[src/design/haversine_bearing_distance_top_defines.svh]
// Assertion macros shared by the haversine bearing and distance design.
// Include this header from any file that declares concurrent checks.
`ifndef HAVERSINE_BEARING_DISTANCE_TOP_DEFINES_SVH
`define HAVERSINE_BEARING_DISTANCE_TOP_DEFINES_SVH

`ifndef SYNTHESIS
// Plain property checked on every clock edge outside reset.
`define HBD_ASSERT(lbl, clk, rst_n, prop) \
  lbl: assert property (@(posedge clk) disable iff (!rst_n) (prop)) \
    else $error("hbd assertion failed");
// Same-cycle implication checked outside reset.
`define HBD_IMPLY(lbl, clk, rst_n, pre, post) \
  lbl: assert property (@(posedge clk) disable iff (!rst_n) (pre) |-> (post)) \
    else $error("hbd implication failed");
`else
`define HBD_ASSERT(lbl, clk, rst_n, prop)
`define HBD_IMPLY(lbl, clk, rst_n, pre, post)
`endif

`endif

[src/design/hbd_pkg.sv]
// Shared types, constants and tables for the haversine bearing and distance block.
// No dependencies; the cell modules and the top module import this package.
package hbd_pkg;

  // Data path widths.
  localparam int ROT_W    = 34;  // rotation CORDIC x, y and angle
  localparam int VEC_XY_W = 36;  // vectoring CORDIC x and y
  localparam int VEC_Z_W  = 35;  // vectoring CORDIC angle accumulator
  localparam int Q_W      = 34;  // signed Q30 products
  localparam int SQ_W     = 61;  // square root radicand and partial root
  localparam int SQRT_STEPS = 31;
  localparam int DV_W     = 31;  // offset degree value fed to the phase converter
  localparam int ATAN_ENTRIES = 40;

  // Configuration port.
  localparam int CFG_IDX_W = 2;
  localparam int CFG_DATA_W = 24;
  localparam logic [CFG_IDX_W-1:0] CFG_TIGHT = 2'd0;
  localparam logic [CFG_IDX_W-1:0] CFG_LOOSE = 2'd1;
  localparam logic [CFG_DATA_W-1:0] TIGHT_RESET = 24'd327680;
  localparam logic [CFG_DATA_W-1:0] LOOSE_RESET = 24'd983040;

  // Verdict codes.
  localparam logic [1:0] VERDICT_TIGHT  = 2'd0;
  localparam logic [1:0] VERDICT_LOOSE  = 2'd1;
  localparam logic [1:0] VERDICT_BEYOND = 2'd2;

  // Arithmetic constants.
  localparam logic [ROT_W-1:0] CORDIC_GAIN = 34'd652032874;
  localparam logic [Q_W-1:0]   ONE_Q30     = 34'd1073741824;
  localparam logic [24:0]      FULL_CIRCLE = 25'd23592960;
  localparam logic [23:0]      HALF_CIRCLE = 24'd11796480;
  localparam logic [31:0]      MILE_MUL    = 32'd3260268412;
  localparam logic [32:0]      KM_MUL      = 33'd5246880366;
  // Degrees are biased by 45 * 2^24 so the divide by 45 sees a positive value;
  // the bias adds 2^33 to the phase, which vanishes modulo one turn.
  localparam logic [DV_W-1:0]  DEG_OFFSET  = 31'd754974720;
  localparam logic [31:0]      DIV45_MUL   = 32'd3054198967;  // ceil(2^37 / 45)

  typedef struct packed {
    logic [ROT_W-1:0] x;
    logic [ROT_W-1:0] y;
    logic [ROT_W-1:0] z;
    logic             neg;
  } rot_t;

  typedef struct packed {
    logic [VEC_XY_W-1:0] x;
    logic [VEC_XY_W-1:0] y;
    logic [VEC_Z_W-1:0]  z;
    logic                zero;
  } vec_t;

  typedef struct packed {
    logic [SQ_W-1:0] n;
    logic [SQ_W-1:0] r;
  } sqrt_t;

  typedef struct packed {
    logic [24:0] head;
    logic        present;
  } side_t;

  // Arctangent of 2^-i in units of 2^-32 turn.
  function automatic logic [31:0] atan_entry(input int i);
    logic [31:0] v;
    unique case (i)
      0: v = 32'd536870912;   1: v = 32'd316933406;   2: v = 32'd167458907;
      3: v = 32'd85004756;    4: v = 32'd42667331;    5: v = 32'd21354465;
      6: v = 32'd10679838;    7: v = 32'd5340245;     8: v = 32'd2670163;
      9: v = 32'd1335087;     10: v = 32'd667544;     11: v = 32'd333772;
      12: v = 32'd166886;     13: v = 32'd83443;      14: v = 32'd41722;
      15: v = 32'd20861;      16: v = 32'd10430;      17: v = 32'd5215;
      18: v = 32'd2608;       19: v = 32'd1304;       20: v = 32'd652;
      21: v = 32'd326;        22: v = 32'd163;        23: v = 32'd81;
      24: v = 32'd41;         25: v = 32'd20;         26: v = 32'd10;
      27: v = 32'd5;          28: v = 32'd3;          29: v = 32'd1;
      30: v = 32'd1;
      default: v = 32'd0;
    endcase
    return v;
  endfunction

  // Phase contribution of the remainder r (0..44) of a degree value divided by 45,
  // floor((r * 4096 + 180) / 360), held as a constant table.
  function automatic logic [8:0] phase_frac(input logic [5:0] r);
    logic [8:0] v;
    unique case (r)
      6'd0:  v = 9'd0;    6'd1:  v = 9'd11;   6'd2:  v = 9'd23;   6'd3:  v = 9'd34;
      6'd4:  v = 9'd46;   6'd5:  v = 9'd57;   6'd6:  v = 9'd68;   6'd7:  v = 9'd80;
      6'd8:  v = 9'd91;   6'd9:  v = 9'd102;  6'd10: v = 9'd114;  6'd11: v = 9'd125;
      6'd12: v = 9'd137;  6'd13: v = 9'd148;  6'd14: v = 9'd159;  6'd15: v = 9'd171;
      6'd16: v = 9'd182;  6'd17: v = 9'd193;  6'd18: v = 9'd205;  6'd19: v = 9'd216;
      6'd20: v = 9'd228;  6'd21: v = 9'd239;  6'd22: v = 9'd250;  6'd23: v = 9'd262;
      6'd24: v = 9'd273;  6'd25: v = 9'd284;  6'd26: v = 9'd296;  6'd27: v = 9'd307;
      6'd28: v = 9'd319;  6'd29: v = 9'd330;  6'd30: v = 9'd341;  6'd31: v = 9'd353;
      6'd32: v = 9'd364;  6'd33: v = 9'd375;  6'd34: v = 9'd387;  6'd35: v = 9'd398;
      6'd36: v = 9'd410;  6'd37: v = 9'd421;  6'd38: v = 9'd432;  6'd39: v = 9'd444;
      6'd40: v = 9'd455;  6'd41: v = 9'd466;  6'd42: v = 9'd478;  6'd43: v = 9'd489;
      6'd44: v = 9'd501;
      default: v = 9'd0;
    endcase
    return v;
  endfunction

endpackage

[src/design/hbd_phase_cell.sv]
// Two-stage converter from biased degrees (2^-20 units) to a 2^-32 turn phase.
// Depends on hbd_pkg for widths, the reciprocal of 45 and the remainder table.
module hbd_phase_cell (
  input  logic                     clk,
  input  logic                     en,
  input  logic [hbd_pkg::DV_W-1:0] dv,
  output logic [31:0]              phase_r
);
  import hbd_pkg::*;

  logic [62:0]     prod;
  logic [25:0]     q_r, q_nxt;
  logic [DV_W-1:0] dv_r;
  logic [DV_W-1:0] rem;
  logic [34:0]     sum;
  logic [31:0]     phase_nxt;

  // Quotient by 45 through the reciprocal product.
  always_comb begin
    prod  = 63'(dv) * 63'(DIV45_MUL);
    q_nxt = prod[62:37];
  end

  // Remainder picks the fraction; each unit of quotient is 512 phase steps.
  always_comb begin
    rem       = dv_r - DV_W'(q_r * 26'd45);
    sum       = {q_r, 9'b0} + 35'(phase_frac(rem[5:0]));
    phase_nxt = sum[31:0];
  end

  always_ff @(posedge clk) begin
    if (en) begin
      q_r     <= q_nxt;
      dv_r    <= dv;
      phase_r <= phase_nxt;
    end
  end
endmodule

[config.mk]
export PLATFORM = sky130hd
export DESIGN_NAME = hbd_phase_cell
export DESIGN_NICKNAME = d
export VERILOG_FILES = /design/src/design/haversine_bearing_distance_top_defines.svh /design/src/design/hbd_pkg.sv /design/src/design/hbd_phase_cell.sv
export SDC_FILE = /design/constraint.sdc
export NUM_CORES = 1
export LEC_CHECK = 0
export BUFFER_PORTS_ARGS = -buffer_cell sky130_fd_sc_hd__buf_2
export CAP_MARGIN = 20
export CELL_PAD_IN_SITES_DETAIL_PLACEMENT = 0
export CELL_PAD_IN_SITES_GLOBAL_PLACEMENT = 1
export CORE_MARGIN = 5
export CORE_UTILIZATION = 48
export CTS_BUF_LIST = sky130_fd_sc_hd__clkbuf_8
export DETAILED_ROUTE_END_ITERATION = 6
export HOLD_SLACK_MARGIN = 0.03
export PLACE_DENSITY = 0.84
export SYNTH_ARGS = -nofsm -noshare
export SYNTH_HDL_FRONTEND = slang
export SYNTH_SLANG_ARGS = --single-unit
[constraint.sdc]
create_clock -name clk -period 7.2 [get_ports clk]
set_clock_uncertainty 0.1 [all_clocks]
set_input_delay 0.72 -clock clk [delete_from_list [all_inputs] [get_ports clk]]
set_output_delay 0.72 -clock clk [all_outputs]
set_load 0.02 [all_outputs]
# Word-level counts from Yosys, hierarchy flattened
# Memories as Yosys holds them, arrays and structs flattened.
# Cells that the tools add are included.
# word_totals
reg_bits	64
mem_bits_ro	576
in_bits	33
out_inout_bits	32
wordCells	8
memories	1
# classes
add_sub_neg	2
n_mul	2
# memory_table
memory	words	word_bits	read_ports	rd_ports_with_merged_regs	wr	line_no	source
(no name shown)	64	9	1	0	0	hbd_pkg.sv:88	unique case (r)
# op_table
cell	count
31-bit by 32-bit multiplier with 63-bit output, second input constant	1
32-bit by 9-bit adder with 32-bit output	1
26-bit by 6-bit multiplier with 6-bit output, second input constant	1
6-bit subtractor	1

# Depth between registers and ports, before layout
# Gate-level depths: netlist (run 1).
# An unclocked memory read counts as a cell.
# logic_depth
ltp_word	4
depth_mapped	26
mapped_depth_nobuf	26

# Worst setup path after synthesis (run 1)
# OpenSTA, ideal clock, no wires.
# synth_path
kind	input -> register
from	in dv[28] in the netlist's numbering
to	reg q_r[20], data pin
setup_time_ns	0.258
arrival_ns	6.657
setup_slack_ns	0.185
stages	22
path_buffers	0
cell_sequence	fa_1 inv_1 fa_1 inv_1 fa_1 fa_1 fa_1 fa_1 fa_1 inv_1 fa_1 inv_1 ha_1 nand2_1 nor3_4 nand3_1 a211oi_1 a211oi_2 o211a_1 nor4_1 nor2_1 xnor2_1
# synth_between
elab_chain_cells	1
# synth_lines
item	line_no	source
start, declared	hbd_phase_cell.sv:6	input logic [hbd_pkg::DV_W-1:0] dv,
31-bit by 32-bit multiplier with 63-bit output	hbd_phase_cell.sv:20	prod = 63'(dv) * 63'(DIV45_MUL);
net prod[57]	hbd_phase_cell.sv:11	logic [62:0] prod;
end signal, assigned	hbd_phase_cell.sv:33	q_r <= q_nxt;
end, declared	hbd_phase_cell.sv:12	logic [25:0] q_r, q_nxt;
# The timed path passes the listed nets, and every way through them passes these cells.
# A chain may end at the register's enable or synchronous reset.

# Worst setup path after layout (run 1)
# layout_path
from	in dv[28] in the netlist's numbering
to	reg q_r[22], data pin
# Same word-level chain as after synthesis.

==> results.ini, run 1 <==
[detailed_routing]
wl_per_cell_um=18.4
drc=0
viasPerCell=5.08
postRouteAntennaNets=0
drt_first_pass_iters=6
drt_iter0_markers=551
drt-total-wl_um=41600
vias=11500

[clock_tree]
cts-root-buf=clkbuf_8
cts_max_level=3
cts_tree=built
insertion_delay_ns=0.35
path_clk_slew_ns=0.08
clockBufferDepth=2
cts_buffers=9
ctsHoldBuffers=0
cts.sinks=61

[floorplan]
die-area_sq_um=37300
io_pins=65
fp.dieW_um=193
coreArea_sq_um=33300
num_rows=67
start_util=0.484
die_h_um=193

[worst_setup_path]
critPathTopFamily=adder cells
worst_path_max_delay_cell=fa_1
cp_data_arrival_time_ns=7.06
reg2reg_depth=10
crit_cells=25
critPathRequiredTime_ns=7.20
crit_buf_inv=7
start_kind=primary input
max_stage_delay_ns=0.53
crit_type=primary input to flop
cpMostUsedCell=fa_1
crit_fanout=5
endpoint_kind=flop

[min_path]
hold_depth=0
hold_class=flop to flop

[timing]
rsz0062_at_grt=yes
hold_viol_final=0
worst_slack_ns=0.136
worst_slew_pin_slew_ns=0.989
finalCritPeriodShare=0.981
fin_crit_ns=7.06
fmax_ghz=0.142
holdWs_ns=0.321
finalSetupViolCount=0
slew_violations=0
slew-limit-headroom=0.336

[placed_design]
dp_hpwl_um=37900
dp_slack_ns=-0.397
portBuffers=64
placed_area_sq_um=18200
place.gp.congestion=0.970

[logic_synthesis]
synth_edf_count=61
synth_top_area_frac=0.368
synth_area_leaders=fa_1 (37%), ha_1 (25%), edfxtp_1 (11%), inv_1 (11%), xnor2_1 (1.7%)
ys_types=60
syn-num-nets=2218
async_flop_share=0
ys_ff_latch=61
seq_area_frac_synth=0.114
yosysTopAreaCell=fa_1
yosys_warnings=0
synth_ff_type=edfxtp_1
avgSynthCellArea_sq_um=10.3
synth_cells=1569
syn_area_sq_um=16100

[global_routing]
overflow=0
grt_max_degree=62
antenna_found_initial=0
grt_use_total=0.230
grt_pass1_vias=12200
grt_pass1_wl_um=65300

[layout]
drive_gt1_frac=0.159
final_cell_mix=inv_1 (479), ha_1 (315), fa_1 (291), buf_4 (173), buf_2 (64)
num-nets-final=2454
final_util=0.560
design_area_sq_um=18600
final_common_cell=inv_1
register_area_sq_um=1830
multi_input_area_sq_um=12600
area_growth_pct=15.7
antenna_cells=0
fillCellCount=2908

[flow_run]
maxCapViolations=0

[outcome]
status=finished clean

area by class of cell:
| class | instances | area share |
|---|---|---|
| timing repair buffer | 237 | 0.0869 |
| sequential | 61 | 0.0983 |
| inverter | 479 | 0.0965 |
| tap | 448 | 0.0301 |
| clock buffer | 9 | 0.00665 |
| multi-input combinational | 1017 | 0.676 |
| clock inverter | 7 | 0.00524 |
worst register-to-register path, delay by kind of cell, from the launching register on:
kind / cells / cell delay (ns)
AO/OA/AOI/OAI: 3 / 1.01
XOR/XNOR: 1 / 0.78
adder cells (fa/ha/maj): 5 / 1.71
buffers and inverters: 1 / 0.04
flip-flops: 1 / 0.43
routing by layer:
metal	track usage	part of all wire	up-vias
met5	0	0	-
met4	0.0656	0.030	0
met3	0.0299	0.047	69
met2	0.392	0.48	279
met1	0.310	0.44	5661
li1	-	-	5455
registers in the layout, summed over array words and instances, names as in the netlist:
register,cells
phase_r,32
q_r,23
dv_r,6
metrics by stage:
step | cells | TNS (ns)
2_1_floorplan | 1569 | 0
3_3_place_gp | 2240 | -2.58
3_5_place_dp | 2240 | -4.32
4_1_cts | 2256 | -0.0486
5_1_grt | 2258 | -0.260
6_report | 2258 | 0
cell usage after synthesis (5+ instances only):
cell type,n
a211oi_1,18
a21o_1,25
a21oi_1,51
a31oi_1,6
and3_1,6
clkbuf_1,11
edfxtp_1,61
fa_1,296
ha_1,320
inv_1,479
nand2_1,48
nand2b_1,8
nand3_1,10
nand4_1,13
nor2_1,40
nor2b_1,8
nor3_1,8
o211ai_1,5
o21a_1,5
o21ai_0,42
o21bai_1,8
o22ai_1,6
xnor2_1,32
xor2_1,13
kinds of logic after synthesis:
kind of cell,share of synthesized area
adders and majority gates,0.617
AOI/OAI and AO/OA,0.0829
xor gates and xnor gates,0.0245
DFF,0.114
and+or+nand+nor,0.0473
buffers and inverters,0.115
final timing paths:
check	start	slack (ns)	end
max reg2reg	q_r[2]	2.92	phase_r[0]
max	dv[28]	0.14	q_r[22]
min	q_r[13]	0.32	phase_r[22]
min reg2reg	q_r[13]	0.32	phase_r[22]
timing repair:
| action | in CTS | in global routing |
|---|---|---|
| pin swaps | 0 | 8 |
| gates resized for setup | 1 | 29 |
| hold endpoints to repair | 0 | 0 |
| setup buffers | 0 | 2 |
| endpoints found under the setup margin | 1 | 13 |
Power of run 1 is left out: the tool's default activity adds up to more than one toggle a clock period on the data nets, which glitch-free logic cannot reach.
==> inputs of run 2 (changes only) <==
--- a/config.mk
+++ b/config.mk
@@ -14,7 +14,7 @@
 export CTS_BUF_LIST = sky130_fd_sc_hd__clkbuf_8
 export DETAILED_ROUTE_END_ITERATION = 6
 export HOLD_SLACK_MARGIN = 0.03
-export PLACE_DENSITY = 0.84
+export PLACE_DENSITY = 0.78
 export SYNTH_ARGS = -nofsm -noshare
 export SYNTH_HDL_FRONTEND = slang
 export SYNTH_SLANG_ARGS = --single-unit
==> results.ini, run 2 (synthesis gave the netlist of run 1 again) <==
[layout]
design_area_sq_um=18700  ; was 18,600 sq um
final_cell_mix=inv_1 (473), ha_1 (310), fa_1 (283), buf_4 (166), buf_2 (62)  ; was inv_1 (479), ha_1 (315), fa_1 (291), buf_4 (173), buf_2 (64)
largest_reg_flops=32  ; unchanged
area_growth_pct=16.2  ; was 15.7%
num-nets-final=2450  ; was 2,454
finalNonFillerCells=2254  ; was 2,258
top_register=phase_r  ; unchanged
antenna_cells=0  ; unchanged
reg.largest.list=phase_r x32, q_r x23, dv_r x6  ; unchanged
drive_gt1_frac=0.170  ; was 0.159
final_common_cell=inv_1  ; unchanged

[worst_setup_path]
critPathRequiredTime_ns=7.20  ; about the same
endpoint_kind=flop  ; unchanged
crit_fanout=4  ; was 5
cp_data_arrival_time_ns=7.12  ; was 7.06 ns
crit_path_start=dv[28]  ; unchanged
rr_startpoint=q_r[2]  ; unchanged
max_stage_delay_ns=0.57  ; was 0.53 ns
regToRegSetupSlack_ns=2.90  ; was 2.92 ns
critPathTopFamily=adder cells  ; unchanged
crit_buf_inv=9  ; was 7
worst_path_max_delay_cell=fa_2  ; was fa_1
reg2reg_depth=10  ; unchanged
r2r-end=phase_r[0]  ; unchanged
start_kind=primary input  ; unchanged
crit_type=primary input to flop  ; unchanged

[timing]
finalSetupViolCount=0  ; unchanged
rsz0062_at_grt=yes  ; unchanged
hold_viol_final=0  ; unchanged
slew-limit-headroom=0.311  ; was 0.336
worst_slew_pin_slew_ns=1.03  ; was 0.989 ns
slew_violations=0  ; unchanged
finalCritPeriodShare=0.990  ; was 0.981
fmax_ghz=0.140  ; was 0.142 GHz
holdWs_ns=0.320  ; was 0.321 ns
fin_crit_ns=7.13  ; was 7.06 ns

[clock_tree]
clockBufferDepth=2  ; unchanged
cts_max_level=3  ; unchanged
cts-root-buf=clkbuf_8  ; unchanged
cts_tree=built  ; unchanged
cts_buffers=9  ; unchanged
path_clk_slew_ns=0.07  ; was 0.08 ns
cts.sinks=61  ; unchanged
insertion_delay_ns=0.34  ; was 0.35 ns

[detailed_routing]
drt_iter0_markers=577  ; was 551
drt_first_pass_iters=5  ; was 6
drc=0  ; unchanged
drt-total-wl_um=41200  ; was 41,600 um
wl_per_cell_um=18.3  ; was 18.4 um
vias=11400  ; was 11,500
viasPerCell=5.07  ; was 5.08
postRouteAntennaNets=0  ; unchanged

[flow_run]
maxCapViolations=0  ; unchanged

[global_routing]
antenna_found_initial=0  ; unchanged
grt_max_degree=62  ; unchanged
overflow=0  ; unchanged
grt_pass1_vias=12100  ; was 12,200
grt_use_total=0.229  ; was 0.230
grt_pass1_wl_um=65200  ; was 65,300 um

[min_path]
hold_class=flop to flop  ; unchanged
hold_depth=0  ; unchanged
whs_endpoint=phase_r[21]  ; was phase_r[22]
hold_path_startpoint=q_r[12]  ; was q_r[13]

[placed_design]
place_inst=2231  ; was 2,240
placed_area_sq_um=18100  ; was 18,200 sq um
portBuffers=64  ; unchanged
place.gp.congestion=0.988  ; was 0.970
dp_hpwl_um=37700  ; was 37,900 um

[outcome]
status=finished clean  ; unchanged

[floorplan]
fp.dieW_um=193  ; unchanged
coreArea_sq_um=33300  ; unchanged
num_rows=67  ; unchanged
io_pins=65  ; unchanged
die-area_sq_um=37300  ; unchanged
start_util=0.484  ; unchanged
die_h_um=193  ; unchanged

## run 2: changes by cell type in the layout (fill, tap and decap cells not counted), moves of 4 or more
cell | before | now
buf_6 | 0 | 4
inv_2 | 0 | 6
ha_4 | 5 | 10
buf_4 | 173 | 166
fa_1 | 291 | 283
inv_1 | 479 | 473
ha_1 | 315 | 310
fa_2 | 5 | 13
## run 2: how the worst max path moves through the flow
stage          cells past startpoint      end  slack [ns]
6_report                          27  q_r[22]        0.07
5_1_grt                           27  q_r[20]       -0.08
4_1_cts                           24  q_r[20]       -0.03
3_5_place_dp                      23  q_r[22]       -0.41
3_3_place_gp                      27  q_r[16]       -0.29
2_1_floorplan                     22  q_r[20]        0.18
## run 2: worst register-to-register path, delay by kind of cell (launching register included)
family,cells,cell delay (ns)
buf+inv,1,0.04
compound gates,3,1.00
xor+xnor,1,0.80
fa+ha+maj,5,1.72
flops,1,0.42
## run 2: repair_timing
action,in CTS,in global routing
setup buffers,1,6
endpoints found under the setup margin,1,12
hold buffers,0,0
cloned,0,0
resized for setup,0,65
pin swaps,1,39
## run 2: layer usage
metal  global-route usage  wire length [um]
met5                    0                 0
met3               0.0385              2250
met1                0.316             18200
met4               0.0501               840
met2                0.384             19900
## run 2: final cells by class
| type | instances | area (sq um) |
|---|---|---|
| Clock buffer | 9 | 124 |
| Clock inverter | 7 | 66.3 |
| Fill cell | 2954 | 14600 |
| Inverter | 479 | 1800 |
| Multi-Input combinational cell | 1017 | 12700 |
| Sequential cell | 61 | 1830 |
| Tap cell | 448 | 561 |
| Timing Repair Buffer | 233 | 1620 |
## run 2: through the flow
stage	util	setup TNS [ns]	setup WS, ns
final	0.562	0	0.0735
after global routing	0.562	-0.295	-0.0811
after CTS	0.551	-0.0576	-0.0330
after detailed placement	0.545	-3.39	-0.413
after global placement	0.545	-2.53	-0.293
after floorplan	-	0	0.185
Power of run 2 is left out for the same reason.
